--- src/rtl/php_pkg.sv ---
// ----------------------------------------------------------------------------
// Pinhole projection package
// Shared types and constants for the projection / unprojection unit.
// ----------------------------------------------------------------------------
package php_pkg;

  localparam int unsigned WORD_W = 32;
  localparam int unsigned DIV_W  = 64;  // dividend magnitude width
  localparam int unsigned DVS_W  = 32;  // divisor magnitude width

  typedef enum logic [1:0] {
    REG_FOCAL_X  = 2'd0,
    REG_FOCAL_Y  = 2'd1,
    REG_CENTER_X = 2'd2,
    REG_CENTER_Y = 2'd3
  } reg_idx_t;

  // Classified word handed from the front to the back.
  typedef struct packed {
    logic              unproj;   // 1: unprojection
    logic              div_err;  // divisor was zero
    logic              neg_a;    // sign of quotient a
    logic              neg_b;    // sign of quotient b
    logic [DIV_W-1:0]  num_a;    // dividend magnitude a
    logic [DIV_W-1:0]  num_b;    // dividend magnitude b
    logic [DVS_W-1:0]  den_a;    // divisor magnitude a
    logic [DVS_W-1:0]  den_b;    // divisor magnitude b
    logic [WORD_W-1:0] add_a;    // center added after divide (projection)
    logic [WORD_W-1:0] add_b;
  } cls_word_t;

endpackage

--- src/rtl/php_queue.sv ---
// ----------------------------------------------------------------------------
// Pinhole job queue
// Two-entry FIFO between front and back so that each side stalls on its own.
// ----------------------------------------------------------------------------
module php_queue (
  input  logic               clk,
  input  logic               rst_n,
  input  logic               wr_valid,
  output logic               wr_ready,
  input  php_pkg::cls_word_t wr_word,
  output logic               rd_valid,
  input  logic               rd_ready,
  output php_pkg::cls_word_t rd_word
);

  php_pkg::cls_word_t mem_r [2];
  logic       wp_r, rp_r;
  logic [1:0] cnt_r;
  logic       wr_en, rd_en;

  assign wr_ready = cnt_r != 2'd2;
  assign rd_valid = cnt_r != 2'd0;
  assign wr_en    = wr_valid && wr_ready;
  assign rd_en    = rd_valid && rd_ready;
  assign rd_word  = mem_r[rp_r];

  always_ff @(posedge clk) begin
    if (!rst_n) begin
      wp_r  <= 1'b0;
      rp_r  <= 1'b0;
      cnt_r <= 2'd0;
    end else begin
      if (wr_en) wp_r <= !wp_r;
      if (rd_en) rp_r <= !rp_r;
      cnt_r <= cnt_r + 2'(wr_en) - 2'(rd_en);
    end
    if (wr_en) mem_r[wp_r] <= wr_word;
  end

  assert property (@(posedge clk) disable iff (!rst_n) cnt_r <= 2'd2)
    else $error("queue count overflow");
  assert property (@(posedge clk) disable iff (!rst_n)
    (cnt_r == 2'd0 && wr_en) |=> rd_valid)
    else $error("queue lost a word");
  assert property (@(posedge clk) disable iff (!rst_n)
    (wp_r == rp_r) |-> (cnt_r == 2'd0 || cnt_r == 2'd2))
    else $error("queue pointers and count disagree");

endmodule

--- config.mk ---
export PLATFORM = sky130hd
export DESIGN_NAME = php_queue
export DESIGN_NICKNAME = d
export VERILOG_FILES = /design/src/rtl/php_pkg.sv /design/src/rtl/php_queue.sv
export SDC_FILE = /design/constraint.sdc
export NUM_CORES = 1
export LEC_CHECK = 0
export ABC_CLOCK_PERIOD_IN_PS = 8600
export BUFFER_PORTS_ARGS = -buffer_cell sky130_fd_sc_hd__buf_2
export CELL_PAD_IN_SITES_DETAIL_PLACEMENT = 1
export CELL_PAD_IN_SITES_GLOBAL_PLACEMENT = 1
export CORE_ASPECT_RATIO = 1.25
export CORE_MARGIN = 5
export CORE_UTILIZATION = 30
export CTS_CLUSTER_DIAMETER = 50
export DETAILED_ROUTE_END_ITERATION = 6
export GPL_TIMING_DRIVEN = 1
export PLACE_DENSITY_LB_ADDON = 0.1
export RECOVER_POWER = 25
export SLEW_MARGIN = 10
export SYNTH_ARGS = -nofsm -noshare
export SYNTH_HDL_FRONTEND = slang
export SYNTH_SLANG_ARGS = --single-unit
--- constraint.sdc ---
create_clock -name clk -period 8.6 [get_ports clk]
set_input_delay 0.43 -clock clk [delete_from_list [all_inputs] [get_ports clk]]
set_output_delay 0.43 -clock clk [all_outputs]
set_load 0.05 [all_outputs]
==> results.md, run 1 <==
* Netlist cell types at 25
* Post-Synthesis Mean Instance Area at 23.7 um2
* CP max stage delay at 0.94 ns
* Die Span Y at 298 um
* Worst Tran Pin Value at between 1 and 1.5 ns
* Final WL at 52200 um
* Setup TNS at 0 ns
* Worst path slowest cell: dfxtp_4
* Vias per cell at between 4 and 5
* Dpl cells at 2200
* Routability cong. at 0.722
* Initial DRC count at 329
* Worst hold path type: in -> reg
* Share of layout cells above drive strength 1 at 0.451
* Post-route minimum period at 3.45 ns
* Fin nets at just under 2000
* GRT overflow at 0
* Port buffer count at 525
* Clock root cell: clkbuf_16
* Skew final at just over 0.01 ns
* Number of fill cells at 6501
* Post-synthesis register bit count at 525
* Clk slew on worst S/H paths at 0.05 ns
* Clk sinks at ~530
* CP Class: reg -> out
* Max cap viols at 0
* Max frequency at 0.290 GHz
* PD cells at 294 nW/um2
* Final setup vio count at 0
* Final Cycle Share at 0.401
* First-pass GRT wire length at about 76000 um
* Syn_nets at ~1100
* Final ANT Viol Nets at 0
* All-layer global routing usage at 0.139
* Die Width at approximately 240 um
* Area grow syn2layout at 39.2%
* Final Core Density at 0.421
* Wirelength per Cell at ~20 um
* DRC at 0
* CTS buffer count at 59
* Initial antenna violation count at 8
* Clock latency on the worst-skew pair at 0.59 ns
* Status: complete, no violations
* Vias in the first global route at 12200
* Final worst slack at between 5 and 6 ns
* Commonest non-fill, non-tap cell in the layout: edfxtp_1
* Most frequent cells in the layout: edfxtp_1, buf_2, dlygate4sd3_1, mux2_4, clkbuf_1
* Synth Cell Area at 19800 um2
* Peak VDD IR at 0.000164 V
* Unrepaired setup endpoints after global routing: false
* CP startpoint kind: flop
* R2R Setup Slk at 5.47 ns
* Post-DP HPWL at 35500 um
* CTS tree: done
* Core area at 65600 um2
* Worst Path Required at 8.17 ns
* Peak fanout along the critical path at 111
* Post-Place Worst Slack at 5.36 ns
* Die area at between 70000 and 80000 um2
* Family with the most delay on the worst path: flip-flops
* CTS max path bufs at 3
* Total iterations of the first detailed-routing run at 4
* # IOs at 526
* Max_slew headroom at 0.312
* LEAKAGE at between 10 and 15 nW
* Final non-filler cell total at about 2600
* Initial Util at 0.303
* Crit-path cells: buf_12, mux2_2, buf_2
* Via count at about 11000
* H-tree depth at 2
* Setup crit end kind: output pin
* YS warnings at 0
* CP bufs+invs at 2
* Largest net degree at the start of global routing at 112
* Syn Inst Count at between 800 and 900
* Arr. time, crit path at 3.02 ns
* Rows at ~110
* Final hold vios at 0
* Register area share after synthesis at 0.792
* Slew Limit Fails at 0
[worst paths after layout]
path                            start                       to  cells past startpoint
setup reg to reg  cnt_r[0]$_SDFF_PN0_  mem_r[1][193]$_DFFE_PP_                      4
hold reg to reg     rp_r$_SDFFE_PN0P_        rp_r$_SDFFE_PN0P_                      2
setup / recovery                 flop              rd_word[30]                      3
hold / removal                  rst_n      cnt_r[0]$_SDFF_PN0_                      2
[report_power, final]
group | internal (W) | switching [W] | leakage (nW)
clock network | 0.00140 | 0.000988 | 0.902
logic | 0.000808 | 0.00172 | 4.58
registers | 0.00311 | 0.0000902 | 4.91
total | 0.00532 | 0.00280 | 10.4
[through the flow]
| step | total power (W) | instance area (um2) | hold slack (ns) |
|---|---|---|---|
| 2_1_floorplan | 0.00525 | 19800 | 0.472 |
| 3_3_place_gp | 0.00573 | 23400 | 0.485 |
| 3_5_place_dp | 0.00574 | 23400 | 0.508 |
| 4_1_cts | 0.00828 | 27700 | 0.00206 |
| 5_1_grt | 0.00846 | 27600 | 0.0387 |
| 6_report | 0.00812 | 27600 | 0.0639 |
[kinds of logic (layout without fill, tap and decap cells)]
logic type	count (synthesis)	count (layout)	share of synthesized area
buffers and inverters	31	894	0.0149
AO/OA/AOI/OAI	6	6	0.00221
other	0	8	0
adder cells (fa/ha/maj)	1	1	0.000630
XOR/XNOR	1	1	0.000441
AND/OR/NAND/NOR	15	15	0.00441
multiplexers	260	260	0.185
flip-flops	525	525	0.792
[flip-flops by register name, summed over array words and instances, names as in the netlist, named ones only]
name,cells
cnt_r,2
mem_r,520
wp_r,1
rp_r,1
[cells in the mapped netlist]
cell	instances	share of area
nand3b_1	1	0.00038
mux2_4	200	0.15
buf_6	23	0.013
buf_2	6	0.0015
nor4_1	1	0.00032
nor3_1	1	0.00025
and2_1	1	0.00032
a21bo_2	1	0.00050
nor2_1	4	0.00076
o21ba_2	1	0.00050
a21oi_1	1	0.00025
o21ai_0	2	0.00050
xor2_1	1	0.00044
mux2_2	60	0.034
edfxtp_1	520	0.79
or2_2	1	0.00032
nor4bb_1	1	0.00050
o31a_1	1	0.00044
ha_1	1	0.00063
nand2b_1	1	0.00032
nand3_1	1	0.00025
inv_1	2	0.00038
and3_1	2	0.00063
and2b_1	1	0.00038
dfxtp_1	5	0.0050
[area by class of cell]
type,instances,area (um2),area share
inverters,2,15.0,0.000544
flip-flops and latches,525,15700,0.569
repair buffers,788,5120,0.185
clock inverters,33,275,0.00997
well taps,856,1070,0.0388
multi-input cells,283,3840,0.139
clock buffers,71,1560,0.0566
diodes,8,20.0,0.000725
[what timing repair did]
action,CTS,global route
endpoints found under the hold margin,508,0
gates resized for setup,0,0
buffers inserted,0,0
hold buffers,254,0
[routing by layer]
layer / track usage / vias up / part of all wire
met5: 0 / - / 0.00040
li1: - / 5008 / -
met3: 0.0479 / 89 / 0.081
met2: 0.248 / 352 / 0.52
met1: 0.155 / 5416 / 0.37
met4: 0.0422 / 4 / 0.027
No activity file was read; power rests on OpenSTA's default activity.
==> run 2, diff against run 1 <==
ABC_CLOCK_PERIOD_IN_PS = 3150   (was 8600)
clock period = 3.15 ns   (was 8.6 ns; I/O delays follow)
==> run 2 against run 1 <==
Hold slack better by 0.23 ns; critical path depth unchanged; critical endpoint is now rd_word[21]; highest routed layer unchanged; routed wire length up 0.22%; combinational power rose to 2.8 times the previous value; register-to-register slack worse by 4.4 ns; final cell count up 0.94%.
==> results.md, run 2 (synthesis results as in run 1) <==
* Post-DP HPWL at 36100 um
* Dpl cells at 2216
* Fin nets at 1949
* Max FFs per register at 520
* CTS resizes at 0
* Clk sinks at 525
* R2R Setup Slk at 1.08 ns
* CTS buffer count at 59
* Skew final at ~0.013 ns
* Max frequency at about 0.4 GHz
* LEAKAGE at 10.5 nW
* CTS tree: done
* End of the critical path: rd_word[21]
* Worst Tran Pin Value at between 0.7 and 0.8 ns
* Routability cong. at 0.752
* Via count at 11000
* Most frequent cells in the layout: edfxtp_1, buf_2, dlygate4sd3_1, mux2_4, clkbuf_1
* Commonest non-fill, non-tap cell in the layout: edfxtp_1
* Clk slew on worst S/H paths at 0.06 ns
* Vias in the first global route at between 10000 and 15000
* Arr. time, crit path at 2.37 ns
* CP bufs+invs at 2
* Initial antenna violation count at 4
* Die area at just over 70000 um2
* Register with the most flip-flops: mem_r
* Worst Path Required at 2.99 ns
* All-layer global routing usage at 0.140
* Peak fanout along the critical path at between 80 and 90
* Design area at roughly 28000 um2
* Initial Util at 0.303
* Crit path depth at 3
* Worst R2R End: mem_r[0][52]$_DFFE_PP_
* Clock root cell: clkbuf_16
* Status: complete, no violations
* Setup Fix Bufs, Post-CTS at 0
* Area grow syn2layout at 40.6%
* R2R Path Start: cnt_r[0]$_SDFF_PN0_
* Slew Limit Fails at 0
* CP startpoint kind: flop
* Area of placed instances at roughly 24000 um2
* Rows at 105
* First-pass GRT wire length at 76500 um
* CTS max path bufs at 3
* # IOs at 526
* Biggest regs: mem_r (520), cnt_r (2)
* Family with the most delay on the worst path: buffers and inverters
* Wirelength per Cell at 20.2 um
* Setup crit end kind: output pin
* CP Class: reg -> out
* Share of layout cells above drive strength 1 at 0.456
* DRC at 0
* Worst Reg-to-Reg Cells at 4
* Post-route minimum period at between 2 and 3 ns
* Final setup vio count at 0
* Worst hold path type: in -> reg
* Worst path slowest cell: buf_12
* Initial DRC count at 480
* PD cells at ~800 nW/um2
* Vias per cell at around 4.3
* Final WL at roughly 52000 um
* Peak VDD IR at 0.000700 V
* Final Cycle Share at 0.801
* Crit-path cells: buf_12, mux2_2, buf_2
* H-tree depth at 2
* Hold_buf cts at ~260
* Core area at 65600 um2
* Port buffer count at 525
* Max_slew headroom at 0.496
* Final non-filler cell total at about 2600
* CP max stage delay at 0.47 ns
* Max cap viols at 0
* Final ANT Viol Nets at 0
* Unrepaired setup endpoints after global routing: false
* Die Width at ~240 um
* Die Span Y at about 300 um
* Largest net degree at the start of global routing at 86
* Total iterations of the first detailed-routing run at 4
* Clock latency on the worst-skew pair at 0.60 ns
* GRT overflow at 0
* Final hold vios at 0
* Setup TNS at 0 ns
==> run 2: cell types whose count changed in the layout (fill, tap and decap cells not counted), moves of 4 or more <==
cell / before / now
inv_6: 2 / 6
dlygate4sd3_1: 254 / 263
buf_12: 2 / 8
diode_2: 8 / 3
buf_4: 7 / 17
clkinvlp_4: 2 / 7
==> run 2: metal layers <==
layer | global-route usage | wire (um)
met1 | 0.163 | 20300
met3 | 0.0436 | 3910
met2 | 0.245 | 26700
met4 | 0.0427 | 1450
met5 | 0 | 13
==> run 2: how the worst min path moves through the flow <==
stage                  from                       to  slack, ns  cells past startpoint
2_1_floorplan    wr_word[0]    mem_r[0][0]$_DFFE_PP_       0.26                      0
3_3_place_gp   wr_word[256]  mem_r[0][256]$_DFFE_PP_       0.35                      1
3_5_place_dp   wr_word[216]  mem_r[1][216]$_DFFE_PP_       0.35                      1
4_1_cts        wr_word[216]  mem_r[1][216]$_DFFE_PP_       0.22                      2
5_1_grt        wr_word[117]  mem_r[0][117]$_DFFE_PP_       0.25                      2
6_report       wr_word[202]  mem_r[1][202]$_DFFE_PP_       0.29                      2
==> run 2: report_power, final <==
group          internal, W  total, W  switching, W
Combinational      0.00227   0.00706       0.00479
Clock              0.00377   0.00653       0.00276
Sequential         0.00848   0.00866      0.000176
==> run 2: layout make-up <==
| class | instances | area, um2 |
|---|---|---|
| sequential | 525 | 15700 |
| clock buffer | 70 | 1520 |
| tap | 856 | 1070 |
| fill | 6567 | 37700 |
| antenna | 3 | 7.51 |
| multi-input combinational | 283 | 3840 |
| inverter | 2 | 11.3 |
| clock inverter | 38 | 315 |
| timing repair buffer | 813 | 5410 |
==> run 2: metrics by stage <==
stage	hold WS (ns)	util	power, W	setup slack (ns)
detailed placement	0.349	0.359	0.0157	1.03
finish	0.291	0.425	0.0222	0.626
floorplan	0.256	-	0.0143	-1.86
global placement	0.347	0.359	0.0157	1.09
global route	0.249	0.425	0.0232	0.511
CTS	0.225	0.428	0.0227	0.562
